==> src/rtl/bcfa_pkg.sv <==
// ============================================================================
// bcfa_pkg: shared types and codes for the BCD calendar field adjuster
// Field selector codes and the records that move between pipeline stages.
// ============================================================================
package bcfa_pkg;

   // Field selector codes
   localparam logic [2:0] SEL_HOUR    = 3'd0;
   localparam logic [2:0] SEL_MINUTE  = 3'd1;
   localparam logic [2:0] SEL_FORMAT  = 3'd2;
   localparam logic [2:0] SEL_MONTH   = 3'd3;
   localparam logic [2:0] SEL_DAY     = 3'd4;
   localparam logic [2:0] SEL_WEEKDAY = 3'd5;
   localparam logic [2:0] SEL_YEAR    = 3'd6;

   // Command item as taken from the request channel
   typedef struct packed {
      logic       operation;
      logic [2:0] field_select;
      logic [7:0] hour;
      logic [7:0] minute;
      logic [7:0] second;
      logic [5:0] day;
      logic [4:0] month;
      logic [2:0] weekday;
      logic [7:0] year;
   } rec_type;

   // Decode stage result: record plus hour count and day limit
   typedef struct packed {
      rec_type    rec;
      logic [6:0] hour_cnt;
      logic [5:0] day_lim;
   } dec_type;

   // Step stage result: hour as prefix | BCD(num), other fields final
   typedef struct packed {
      logic [7:0] hour_pre;
      logic [6:0] hour_num;
      logic [7:0] minute;
      logic [7:0] second;
      logic [5:0] day;
      logic [4:0] month;
      logic [2:0] weekday;
      logic [7:0] year;
   } stp_type;

   // Final time record
   typedef struct packed {
      logic [7:0] hour;
      logic [7:0] minute;
      logic [7:0] second;
      logic [5:0] day;
      logic [4:0] month;
      logic [2:0] weekday;
      logic [7:0] year;
   } time_type;

endpackage

==> src/rtl/bcfa_intf.sv <==
// ============================================================================
// bcfa request / response channels
// Valid/ready channels carrying the command item and the updated record.
// ============================================================================
interface bcfa_req_if;
   logic       valid;
   logic       ready;
   logic       operation;
   logic [2:0] field_select;
   logic [7:0] hour_in;
   logic [7:0] minute_in;
   logic [7:0] second_in;
   logic [5:0] day_in;
   logic [4:0] month_in;
   logic [2:0] weekday_in;
   logic [7:0] year_in;

   modport source (
      output valid, operation, field_select, hour_in, minute_in, second_in,
             day_in, month_in, weekday_in, year_in,
      input  ready
   );
   modport sink (
      input  valid, operation, field_select, hour_in, minute_in, second_in,
             day_in, month_in, weekday_in, year_in,
      output ready
   );
endinterface

interface bcfa_rsp_if;
   logic       valid;
   logic       ready;
   logic [7:0] hour_out;
   logic [7:0] minute_out;
   logic [7:0] second_out;
   logic [5:0] day_out;
   logic [4:0] month_out;
   logic [2:0] weekday_out;
   logic [7:0] year_out;

   modport source (
      output valid, hour_out, minute_out, second_out, day_out, month_out,
             weekday_out, year_out,
      input  ready
   );
   modport sink (
      input  valid, hour_out, minute_out, second_out, day_out, month_out,
             weekday_out, year_out,
      output ready
   );
endinterface

==> src/rtl/bcfa_decode.sv <==
// ============================================================================
// bcfa_decode: first pipeline stage
// Turns the hour byte into a 24-hour count and looks up the day limit.
// ============================================================================
module bcfa_decode (
   input  logic              clock,
   input  logic              reset,
   input  logic              in_valid,
   output logic              in_ready,
   input  bcfa_pkg::rec_type in_data,
   output logic              out_valid,
   input  logic              out_ready,
   output bcfa_pkg::dec_type out_data
);
   import bcfa_pkg::*;

   // Days per month in BCD; months off the table give zero
   function automatic logic [5:0] month_len(input logic [4:0] m);
      logic [5:0] len;
      unique case (m)
         5'h01, 5'h03, 5'h05, 5'h07, 5'h08, 5'h10, 5'h12: len = 6'h31;
         5'h04, 5'h06, 5'h09, 5'h11:                      len = 6'h30;
         5'h02:                                           len = 6'h28;
         default:                                         len = 6'h00;
      endcase
      return len;
   endfunction

   logic       valid_ff, valid_in;
   dec_type    data_ff, data_in;
   logic [5:0] v12;
   logic [6:0] v24;
   logic [6:0] cnt;
   logic       leap;
   logic [1:0] yr_mod4;

   // Hour byte to 24-hour count (digits read as tens*10+units)
   always_comb begin
      v12 = (in_data.hour[4] ? 6'd10 : 6'd0) + {2'b00, in_data.hour[3:0]};
      v24 = {1'b0, in_data.hour[6:4], 3'b000} + {3'b000, in_data.hour[6:4], 1'b0}
            + {3'b000, in_data.hour[3:0]};
      if (in_data.hour[7]) begin
         if (in_data.hour[5]) begin
            cnt = (v12 == 6'd12) ? 7'd12 : {1'b0, v12} + 7'd12;
         end else begin
            cnt = (v12 == 6'd12) ? 7'd0 : {1'b0, v12};
         end
      end else begin
         cnt = v24;
      end
   end

   // Day limit with leap day; year mod 4 from (2*tens + units) mod 4
   always_comb begin
      yr_mod4 = {in_data.year[4], 1'b0} + in_data.year[1:0];
      leap    = (in_data.month == 5'h02) && (yr_mod4 == 2'd0);
      data_in.rec      = in_data;
      data_in.hour_cnt = cnt;
      data_in.day_lim  = month_len(in_data.month) + {5'd0, leap};
   end

   // Stage register
   assign in_ready = !valid_ff || out_ready;
   assign valid_in = in_ready ? in_valid : valid_ff;

   always_ff @(posedge clock) begin
      if (reset) begin
         valid_ff <= 1'b0;
      end else begin
         valid_ff <= valid_in;
      end
   end

   always_ff @(posedge clock) begin
      if (in_ready && in_valid) begin
         data_ff <= data_in;
      end
   end

   assign out_valid = valid_ff;
   assign out_data  = data_ff;

endmodule

==> src/rtl/bcfa_step.sv <==
// ============================================================================
// bcfa_step: second pipeline stage
// Steps the selected field with wrap, or works out the 12/24 toggle.
// ============================================================================
module bcfa_step (
   input  logic              clock,
   input  logic              reset,
   input  logic              in_valid,
   output logic              in_ready,
   input  bcfa_pkg::dec_type in_data,
   output logic              out_valid,
   input  logic              out_ready,
   output bcfa_pkg::stp_type out_data
);
   import bcfa_pkg::*;

   localparam logic [7:0] HOUR_MIDNIGHT = 8'h92;
   localparam logic [7:0] HOUR_NOON     = 8'hB2;
   localparam logic [7:0] HOUR_PM_BASE  = 8'hA0;
   localparam logic [7:0] HOUR_AM_BASE  = 8'h80;

   // Generic BCD step up with wrap to low
   function automatic logic [7:0] step_up(input logic [7:0] x, input logic [7:0] lim,
                                          input logic [7:0] low);
      logic [7:0] r;
      if (x >= lim || x == 8'h99) begin
         r = low;
      end else if (x[3:0] == 4'h9) begin
         r = {x[7:4] + 4'h1, 4'h0};
      end else begin
         r = x + 8'h01;
      end
      return r;
   endfunction

   // Generic BCD step down with wrap to limit
   function automatic logic [7:0] step_down(input logic [7:0] x, input logic [7:0] lim,
                                            input logic [7:0] low);
      logic [7:0] r;
      if (x <= low || x == 8'h00) begin
         r = lim;
      end else if (x[3:0] == 4'h0) begin
         r = x - 8'h07;
      end else begin
         r = x - 8'h01;
      end
      return r;
   endfunction

   logic       valid_ff, valid_in;
   stp_type    data_ff, data_in;
   rec_type    rec;
   logic [6:0] cnt;
   logic [6:0] w;
   logic       up;
   logic [7:0] step_pre, tog_pre;
   logic [6:0] step_num, tog_num;
   logic [7:0] day_x, day_l, mon_x, wd_x;

   assign rec = in_data.rec;
   assign cnt = in_data.hour_cnt;
   assign up  = rec.operation;

   // Hour step on the 24-hour count, then 12-hour encode if needed
   always_comb begin
      if (up) begin
         w = (cnt >= 7'd23) ? 7'd0 : cnt + 7'd1;
      end else begin
         w = (cnt == 7'd0) ? 7'd23 : cnt - 7'd1;
      end
      step_num = 7'd0;
      if (rec.hour[7]) begin
         if (w == 7'd0) begin
            step_pre = HOUR_MIDNIGHT;
         end else if (w == 7'd12) begin
            step_pre = HOUR_NOON;
         end else if (w > 7'd12) begin
            step_pre = HOUR_PM_BASE;
            step_num = w - 7'd12;
         end else begin
            step_pre = HOUR_AM_BASE;
            step_num = w;
         end
      end else begin
         step_pre = 8'h00;
         step_num = w;
      end
   end

   // 12/24 format toggle
   always_comb begin
      tog_num = 7'd0;
      if (rec.hour[7]) begin
         if (rec.hour[5]) begin
            tog_pre = 8'h00;
            tog_num = cnt;
         end else if (rec.hour[4:0] == 5'h12) begin
            tog_pre = 8'h00;
         end else begin
            tog_pre = {3'b000, rec.hour[4:0]};
         end
      end else if (rec.hour >= 8'h12) begin
         if (cnt == 7'd12) begin
            tog_pre = HOUR_NOON;
         end else begin
            tog_pre = HOUR_PM_BASE;
            tog_num = cnt - 7'd12;
         end
      end else if (rec.hour == 8'h00) begin
         tog_pre = HOUR_MIDNIGHT;
      end else begin
         tog_pre = HOUR_AM_BASE | rec.hour;
      end
   end

   // Field select
   always_comb begin
      day_x = {2'b00, rec.day};
      day_l = {2'b00, in_data.day_lim};
      mon_x = {3'b000, rec.month};
      wd_x  = {5'b00000, rec.weekday};

      data_in.hour_pre = rec.hour;
      data_in.hour_num = 7'd0;
      data_in.minute   = rec.minute;
      data_in.second   = rec.second;
      data_in.day      = rec.day;
      data_in.month    = rec.month;
      data_in.weekday  = rec.weekday;
      data_in.year     = rec.year;

      unique case (rec.field_select)
         SEL_HOUR: begin
            data_in.hour_pre = step_pre;
            data_in.hour_num = step_num;
         end
         SEL_MINUTE: begin
            data_in.minute = up ? step_up(rec.minute, 8'h59, 8'h00)
                                : step_down(rec.minute, 8'h59, 8'h00);
            data_in.second = 8'h00;
         end
         SEL_FORMAT: begin
            data_in.hour_pre = tog_pre;
            data_in.hour_num = tog_num;
         end
         SEL_MONTH: begin
            data_in.month = 5'(up ? step_up(mon_x, 8'h12, 8'h01)
                                  : step_down(mon_x, 8'h12, 8'h01));
         end
         SEL_DAY: begin
            data_in.day = 6'(up ? step_up(day_x, day_l, 8'h01)
                                : step_down(day_x, day_l, 8'h01));
         end
         SEL_WEEKDAY: begin
            data_in.weekday = 3'(up ? step_up(wd_x, 8'h07, 8'h01)
                                    : step_down(wd_x, 8'h07, 8'h01));
         end
         SEL_YEAR: begin
            data_in.year = up ? step_up(rec.year, 8'h99, 8'h00)
                              : step_down(rec.year, 8'h99, 8'h00);
         end
         default: begin
         end
      endcase
   end

   // Stage register
   assign in_ready = !valid_ff || out_ready;
   assign valid_in = in_ready ? in_valid : valid_ff;

   always_ff @(posedge clock) begin
      if (reset) begin
         valid_ff <= 1'b0;
      end else begin
         valid_ff <= valid_in;
      end
   end

   always_ff @(posedge clock) begin
      if (in_ready && in_valid) begin
         data_ff <= data_in;
      end
   end

   assign out_valid = valid_ff;
   assign out_data  = data_ff;

endmodule

==> src/rtl/bcfa_encode.sv <==
// ============================================================================
// bcfa_encode: third pipeline stage and output register
// Converts the hour count to BCD and merges it with the hour prefix.
// ============================================================================
module bcfa_encode (
   input  logic               clock,
   input  logic               reset,
   input  logic               in_valid,
   output logic               in_ready,
   input  bcfa_pkg::stp_type  in_data,
   output logic               out_valid,
   input  logic               out_ready,
   output bcfa_pkg::time_type out_data
);
   import bcfa_pkg::*;

   logic        valid_ff, valid_in;
   time_type    data_ff, data_in;
   logic [14:0] prod;
   logic [3:0]  tens;
   logic [6:0]  units;

   // Divide by ten via reciprocal (x * 205) >> 11, exact for 7-bit values
   always_comb begin
      prod  = {8'd0, in_data.hour_num} * 15'd205;
      tens  = prod[14:11];
      units = in_data.hour_num - ({tens, 3'b000} + {2'b00, tens, 1'b0});

      data_in.hour    = in_data.hour_pre | {tens, units[3:0]};
      data_in.minute  = in_data.minute;
      data_in.second  = in_data.second;
      data_in.day     = in_data.day;
      data_in.month   = in_data.month;
      data_in.weekday = in_data.weekday;
      data_in.year    = in_data.year;
   end

   // Output register
   assign in_ready = !valid_ff || out_ready;
   assign valid_in = in_ready ? in_valid : valid_ff;

   always_ff @(posedge clock) begin
      if (reset) begin
         valid_ff <= 1'b0;
      end else begin
         valid_ff <= valid_in;
      end
   end

   always_ff @(posedge clock) begin
      if (in_ready && in_valid) begin
         data_ff <= data_in;
      end
   end

   assign out_valid = valid_ff;
   assign out_data  = data_ff;

endmodule

==> src/rtl/bcd_calendar_field_adjuster_top.sv <==
// Each request item steps one field of a packed-BCD clock record up or down
// with wrap, or toggles the hour between 12- and 24-hour form, and yields
// exactly one response item holding the whole updated record. The path is a
// three-stage pipeline (decode, step, encode) with a register in each stage;
// a new item can be taken every cycle unless a stall holds it. Each stage
// holds only while its successor is full and stalled, so backpressure on the
// response channel fills the pipeline before the request side stops.
// ============================================================================
// bcd_calendar_field_adjuster_top: BCD calendar field adjuster
// Request channel in, three pipeline stages, response channel out.
// ============================================================================
module bcd_calendar_field_adjuster_top (
   input  logic         clock,
   input  logic         reset,
   bcfa_req_if.sink     req_ch,
   bcfa_rsp_if.source   rsp_ch
);
   import bcfa_pkg::*;

   rec_type  req_rec;
   dec_type  dec_data;
   stp_type  stp_data;
   time_type rsp_rec;
   logic     dec_valid, dec_ready;
   logic     stp_valid, stp_ready;

   // Gather request fields
   always_comb begin
      req_rec.operation    = req_ch.operation;
      req_rec.field_select = req_ch.field_select;
      req_rec.hour         = req_ch.hour_in;
      req_rec.minute       = req_ch.minute_in;
      req_rec.second       = req_ch.second_in;
      req_rec.day          = req_ch.day_in;
      req_rec.month        = req_ch.month_in;
      req_rec.weekday      = req_ch.weekday_in;
      req_rec.year         = req_ch.year_in;
   end

   bcfa_decode u_decode (
      .clock     (clock),
      .reset     (reset),
      .in_valid  (req_ch.valid),
      .in_ready  (req_ch.ready),
      .in_data   (req_rec),
      .out_valid (dec_valid),
      .out_ready (dec_ready),
      .out_data  (dec_data)
   );

   bcfa_step u_step (
      .clock     (clock),
      .reset     (reset),
      .in_valid  (dec_valid),
      .in_ready  (dec_ready),
      .in_data   (dec_data),
      .out_valid (stp_valid),
      .out_ready (stp_ready),
      .out_data  (stp_data)
   );

   bcfa_encode u_encode (
      .clock     (clock),
      .reset     (reset),
      .in_valid  (stp_valid),
      .in_ready  (stp_ready),
      .in_data   (stp_data),
      .out_valid (rsp_ch.valid),
      .out_ready (rsp_ch.ready),
      .out_data  (rsp_rec)
   );

   // Drive response fields
   assign rsp_ch.hour_out    = rsp_rec.hour;
   assign rsp_ch.minute_out  = rsp_rec.minute;
   assign rsp_ch.second_out  = rsp_rec.second;
   assign rsp_ch.day_out     = rsp_rec.day;
   assign rsp_ch.month_out   = rsp_rec.month;
   assign rsp_ch.weekday_out = rsp_rec.weekday;
   assign rsp_ch.year_out    = rsp_rec.year;

endmodule
==> src/flat_wrapper.sv <==
// flat-port wrapper written by rule: the top's interface ports become plain ports
module bcd_calendar_field_adjuster_top_flat import bcfa_pkg::*;
  (clock, reset, req_ch_valid, req_ch_operation, req_ch_field_select, req_ch_hour_in, req_ch_minute_in, req_ch_second_in, req_ch_day_in, req_ch_month_in, req_ch_weekday_in, req_ch_year_in, req_ch_ready, rsp_ch_valid, rsp_ch_hour_out, rsp_ch_minute_out, rsp_ch_second_out, rsp_ch_day_out, rsp_ch_month_out, rsp_ch_weekday_out, rsp_ch_year_out, rsp_ch_ready);
  bcfa_req_if req_ch_i ();
  bcfa_rsp_if rsp_ch_i ();
  input  logic clock;
  input  logic reset;
  input wire logic [$bits(req_ch_i.valid)-1:0] req_ch_valid;
  input wire logic [$bits(req_ch_i.operation)-1:0] req_ch_operation;
  input wire logic [$bits(req_ch_i.field_select)-1:0] req_ch_field_select;
  input wire logic [$bits(req_ch_i.hour_in)-1:0] req_ch_hour_in;
  input wire logic [$bits(req_ch_i.minute_in)-1:0] req_ch_minute_in;
  input wire logic [$bits(req_ch_i.second_in)-1:0] req_ch_second_in;
  input wire logic [$bits(req_ch_i.day_in)-1:0] req_ch_day_in;
  input wire logic [$bits(req_ch_i.month_in)-1:0] req_ch_month_in;
  input wire logic [$bits(req_ch_i.weekday_in)-1:0] req_ch_weekday_in;
  input wire logic [$bits(req_ch_i.year_in)-1:0] req_ch_year_in;
  output wire logic [$bits(req_ch_i.ready)-1:0] req_ch_ready;
  output wire logic [$bits(rsp_ch_i.valid)-1:0] rsp_ch_valid;
  output wire logic [$bits(rsp_ch_i.hour_out)-1:0] rsp_ch_hour_out;
  output wire logic [$bits(rsp_ch_i.minute_out)-1:0] rsp_ch_minute_out;
  output wire logic [$bits(rsp_ch_i.second_out)-1:0] rsp_ch_second_out;
  output wire logic [$bits(rsp_ch_i.day_out)-1:0] rsp_ch_day_out;
  output wire logic [$bits(rsp_ch_i.month_out)-1:0] rsp_ch_month_out;
  output wire logic [$bits(rsp_ch_i.weekday_out)-1:0] rsp_ch_weekday_out;
  output wire logic [$bits(rsp_ch_i.year_out)-1:0] rsp_ch_year_out;
  input wire logic [$bits(rsp_ch_i.ready)-1:0] rsp_ch_ready;
  assign req_ch_i.valid = req_ch_valid;
  assign req_ch_i.operation = req_ch_operation;
  assign req_ch_i.field_select = req_ch_field_select;
  assign req_ch_i.hour_in = req_ch_hour_in;
  assign req_ch_i.minute_in = req_ch_minute_in;
  assign req_ch_i.second_in = req_ch_second_in;
  assign req_ch_i.day_in = req_ch_day_in;
  assign req_ch_i.month_in = req_ch_month_in;
  assign req_ch_i.weekday_in = req_ch_weekday_in;
  assign req_ch_i.year_in = req_ch_year_in;
  assign req_ch_ready = req_ch_i.ready;
  assign rsp_ch_valid = rsp_ch_i.valid;
  assign rsp_ch_hour_out = rsp_ch_i.hour_out;
  assign rsp_ch_minute_out = rsp_ch_i.minute_out;
  assign rsp_ch_second_out = rsp_ch_i.second_out;
  assign rsp_ch_day_out = rsp_ch_i.day_out;
  assign rsp_ch_month_out = rsp_ch_i.month_out;
  assign rsp_ch_weekday_out = rsp_ch_i.weekday_out;
  assign rsp_ch_year_out = rsp_ch_i.year_out;
  assign rsp_ch_i.ready = rsp_ch_ready;
  bcd_calendar_field_adjuster_top u_core (.clock(clock), .reset(reset), .req_ch(req_ch_i), .rsp_ch(rsp_ch_i));
endmodule
==> config.mk <==
export PLATFORM = sky130hd
export DESIGN_NAME = bcd_calendar_field_adjuster_top_flat
export DESIGN_NICKNAME = d
export VERILOG_FILES = /design/src/rtl/bcfa_pkg.sv /design/src/rtl/bcfa_intf.sv /design/src/rtl/bcfa_decode.sv /design/src/rtl/bcfa_step.sv /design/src/rtl/bcfa_encode.sv /design/src/rtl/bcd_calendar_field_adjuster_top.sv /design/src/flat_wrapper.sv
export SDC_FILE = /design/constraint.sdc
export NUM_CORES = 1
export LEC_CHECK = 0
export BUFFER_PORTS_ARGS = -buffer_cell sky130_fd_sc_hd__buf_2
export CAP_MARGIN = 20
export CORE_UTILIZATION = 40
export CTS_CLUSTER_DIAMETER = 30
export DETAILED_ROUTE_END_ITERATION = 12
export SLEW_MARGIN = 20
export SYNTH_ARGS = -nofsm -noshare
export SYNTH_HDL_FRONTEND = slang
export SYNTH_SLANG_ARGS = --single-unit
==> constraint.sdc <==
create_clock -name clock -period 6.8 [get_ports clock]
set_input_delay 0.34 -clock clock [delete_from_list [all_inputs] [get_ports clock]]
set_output_delay 0.34 -clock clock [all_outputs]
set_load 0.005 [all_outputs]
==> metrics.json <==
{
  "finish": {
    "design.final.nets": 1109,
    "drive_above_1_share_pct": 17.7,
    "syn_to_final_growth_pct": 14.7,
    "insertedDiodeCount": 0
  },
  "critical_path": {
    "largest_fanout_on_the_critical_path": 4,
    "worst-r2r-setup-slack_ps": 2060,
    "criticalPathCategory": "reg2reg",
    "critical_path_cell_sequence": "ha_1, fa_1, ha_1, inv_1, fa_1, inv_1, ha_1, nand2_1, a2111oi_0, o21ai_0, nor2b_1, xnor2_1, ha_1, nand2_1, nand3_1, xnor2_1, mux2i_1",
    "setup.worst_path.end_class": "flip-flop",
    "timing.critical_path.required_ps": 6970,
    "critical_path.max_stage_delay_ps": 560,
    "crit_arrival_ps": 4910,
    "timing.critical_path.max_delay_family": "adder cells",
    "timing.critical_path.slowest_stage_cell": "sky130_fd_sc_hd__a2111oi_0",
    "critical_path_buf_inv_count": 2,
    "path_common_cell": "sky130_fd_sc_hd__ha_1",
    "start_kind": "flip-flop"
  },
  "clock_tree": {
    "post_cts_resize_count": 0,
    "clk_pin_slew_worst_paths_ps": 70,
    "cts_root_buffer": "sky130_fd_sc_hd__clkbuf_16",
    "post_cts_hold_buffers": 0,
    "cts.repair_timing.setup_buffer_count": 0,
    "worst_skew_pair.late_latency_ps": 430,
    "clkSinkCount": 164,
    "cts_tree": "done",
    "cts_made_buffers": 17,
    "cts_max_level": 4,
    "cts-root-to-sink-buffers": 2
  },
  "floorplanning": {
    "core_area_um2": 23600,
    "die_footprint_um2": 24900,
    "initial_core_util_pct": 41.1,
    "pin_count": 102,
    "chipWidth_um": 158,
    "total_number_of_placement_rows": 56,
    "chipHeight_um": 158
  },
  "timing": {
    "tightestPinTransition_ps": 820,
    "timing.final.crit_share_pct": 69.7,
    "skew_ps": 10.5,
    "fmax_mhz": 211,
    "timing.hold.ws_ps": 79.7,
    "finalMaxSlewViolations": 0,
    "fin_setup_tns_ps": 0,
    "rsz0062_at_grt": "false",
    "timing.final.setup_violations": 0,
    "fin_crit_ps": 4740,
    "report.final.hold_viol_count": 0,
    "relSlewSlack_pct": 45.3
  },
  "detailed_routing": {
    "first_pass_iters": 6,
    "detail-route-antenna-nets": 0,
    "wl_per_cell_um": 16.0,
    "first_iter_violations": 398,
    "drt-vias-per-instance": 5.40,
    "route.final.wire_length_um": 20700,
    "number_of_drc_violations_after_detailed_routing": 0,
    "num_vias": 6971
  },
  "synth": {
    "yosys.area_share.simple_pct": 12.8,
    "synth.cell_area_um2": 9700,
    "postSynthAreaPerCell_um2": 11.1,
    "synth_top_flop_cell": "sky130_fd_sc_hd__edfxtp_1",
    "synth_area_leaders": "sky130_fd_sc_hd__edfxtp_1 50%, sky130_fd_sc_hd__ha_1 11%, sky130_fd_sc_hd__o21ai_0 3.1%, sky130_fd_sc_hd__a21oi_1 2.8%, sky130_fd_sc_hd__inv_1 2.5%",
    "synth.yosys.warnings": 0,
    "synth_top_family_by_area": "compound AO/OA/AOI/OAI gates",
    "synth.top_cell.area_share_pct": 49.9,
    "synth_xor_area_share_pct": 2.08,
    "synth_cell_type_count": 77,
    "adder_cell_fraction_of_synth_area_pct": 13.0,
    "synth.ff_latch_count": 164,
    "synth_edf_count": 161,
    "syn-instance-count": 870,
    "synth.largest_area_cell": "sky130_fd_sc_hd__edfxtp_1",
    "yosysSeqAreaShare_pct": 50.5,
    "mux_contribution_to_synthesized_area_pct": 1.28,
    "synth_nets": 1019,
    "synth-compound-area-share_pct": 16.1,
    "asyncSetResetFlopFracSynth_pct": 0
  },
  "global_route": {
    "m1_gr_usage_pct": 22.5,
    "total_global_routing_overflow": 0,
    "grt_busiest_layer": "met2",
    "grt_pass1_wl_um": 33900,
    "grtUsageMet3_pct": 3.48,
    "number_of_global_route_vias_before_repair": 6768,
    "number_of_antenna_violations_at_the_first_check_in_global_routing": 0,
    "grtUsageMet2_pct": 28.8,
    "maximum_number_of_pins_on_one_net_before_global_route_repair": 63,
    "groute.usage.overall_pct": 17.5
  },
  "outcome": {
    "result_of_the_run": "finished, final reports clean"
  },
  "hold_path": {
    "hold_path_class": "in2reg"
  },
  "placement": {
    "gp_congestion": 0.873,
    "hpwlAfterDp_um": 14300,
    "portBuffers": 101
  },
  "pwr": {
    "cellPowerDensity_nw_per_um2": 263,
    "irDropWorstVdd_uv": 166,
    "leakagePower_nw": 4.36
  },
  "run": {
    "drv.max_cap_violation_count": 0
  }
}
[stage by stage]
stage	area [um^2]	power, mW	setup slack (ps)	cells	utilization (%)
after floorplan	9700	1.76	1890	870	-
after global placement	10500	1.91	2190	1260	44.5
after detailed placement	10500	1.93	2040	1260	44.5
after CTS	11100	2.96	2040	1292	47.1
after global routing	11100	3.09	1650	1292	47.1
final	11100	2.92	2060	1292	47.1
[worst register-to-register path, cell delays in order (launching register included)]
cell and delay (ps):
sky130_fd_sc_hd__edfxtp_1 450, sky130_fd_sc_hd__ha_1 380, sky130_fd_sc_hd__fa_1 490, sky130_fd_sc_hd__ha_1 290
sky130_fd_sc_hd__inv_1 50, sky130_fd_sc_hd__fa_1 520, sky130_fd_sc_hd__inv_1 40, sky130_fd_sc_hd__ha_1 270
sky130_fd_sc_hd__nand2_1 50, sky130_fd_sc_hd__a2111oi_0 560, sky130_fd_sc_hd__o21ai_0 270, sky130_fd_sc_hd__nor2b_1 190
sky130_fd_sc_hd__xnor2_1 190, sky130_fd_sc_hd__ha_1 280, sky130_fd_sc_hd__nand2_1 70, sky130_fd_sc_hd__nand3_1 90
sky130_fd_sc_hd__xnor2_1 200, sky130_fd_sc_hd__mux2i_1 90
[final cells by class]
| cell class | instances | area [um^2] |
|---|---|---|
| Multi-Input combinational cell | 607 | 4430 |
| Sequential cell | 164 | 4890 |
| Clock buffer | 17 | 425 |
| Timing Repair Buffer | 106 | 543 |
| Tap cell | 319 | 399 |
| Fill cell | 2170 | 12500 |
| Clock inverter | 15 | 194 |
| Inverter | 64 | 240 |
[power by group]
group | internal, mW | total (mW) | switching, mW
clock | 0.589 | 1.02 | 0.430
sequential | 1.20 | 1.28 | 0.0760
combinational | 0.278 | 0.629 | 0.351
[cells by family after synthesis]
family	Yosys count
DFF	164
AOI/OAI and AO/OA	235
buffers and inverters	99
adders and majority gates	95
xor gates and xnor gates	23
muxes	12
and+or+nand+nor	242
[synthesized netlist by cell type (10+ instances only)]
cell,number
sky130_fd_sc_hd__fa_1,10
sky130_fd_sc_hd__nand2_1,56
sky130_fd_sc_hd__o21ai_0,61
sky130_fd_sc_hd__nor2b_1,11
sky130_fd_sc_hd__and2_1,14
sky130_fd_sc_hd__nor3_1,23
sky130_fd_sc_hd__xnor2_1,16
sky130_fd_sc_hd__a21oi_1,54
sky130_fd_sc_hd__inv_1,64
sky130_fd_sc_hd__nand3_1,26
sky130_fd_sc_hd__nor2_1,47
sky130_fd_sc_hd__edfxtp_1,161
sky130_fd_sc_hd__clkbuf_1,26
sky130_fd_sc_hd__or2_2,10
sky130_fd_sc_hd__a31oi_1,13
sky130_fd_sc_hd__ha_1,85
sky130_fd_sc_hd__nand2b_1,11
[sequential cells by signal, summed over array words and instances (netlist names)]
signal / flops
u_core.u_decode.out_valid: 1
u_core.u_encode.out_data: 46
u_core.u_step.out_valid: 1
u_core.u_step.out_data: 53
u_core.u_encode.out_valid: 1
u_core.u_decode.out_data: 62
[path summary, 6_finish.rpt]
kind                                                           start                                endpoint  cells past startpoint
worst min register to register  u_core.u_step.out_data[19]$_DFFE_PP_  u_core.u_encode.out_data[19]$_DFFE_PP_                      0
worst max register to register  u_core.u_step.out_data[42]$_DFFE_PP_  u_core.u_encode.out_data[41]$_DFFE_PP_                     17
worst min-delay path                            req_ch_weekday_in[1]  u_core.u_decode.out_data[22]$_DFFE_PP_                      1
worst max-delay path            u_core.u_step.out_data[42]$_DFFE_PP_  u_core.u_encode.out_data[41]$_DFFE_PP_                     17
[metal layers]
metal | up-vias | part of all wire (%)
met1 | 3306 | 47
li1 | 3447 | -
met5 | - | 0
met2 | 178 | 48
met4 | 0 | 2.1
met3 | 40 | 3.7
[layout by cell type, fill, tap and decap left out, drive strengths merged, types with 4 or more instances in the layout]
cell and n:
edfxtp 161, buf 106, ha 85, inv 70, o21ai 63, nand2 56
a21oi 55, nor2 47, nand3 26, nor3 23, clkbuf 17, xnor2 16
and2 15, a31oi 13, nand2b 11, nor2b 11, or2 10, fa 10
a21o 10, mux2i 9, nor3b 9, o32ai 9, nor4 8, a211oi 8
o22ai 7, xor2 7, nand4 6, o211ai 6, o21a 5, o31a 5
a22o 5, a21boi 5, or3 5, o221ai 4, o32a 4, and3 4
clkinv 4
Power figures use the tool's default switching activity.
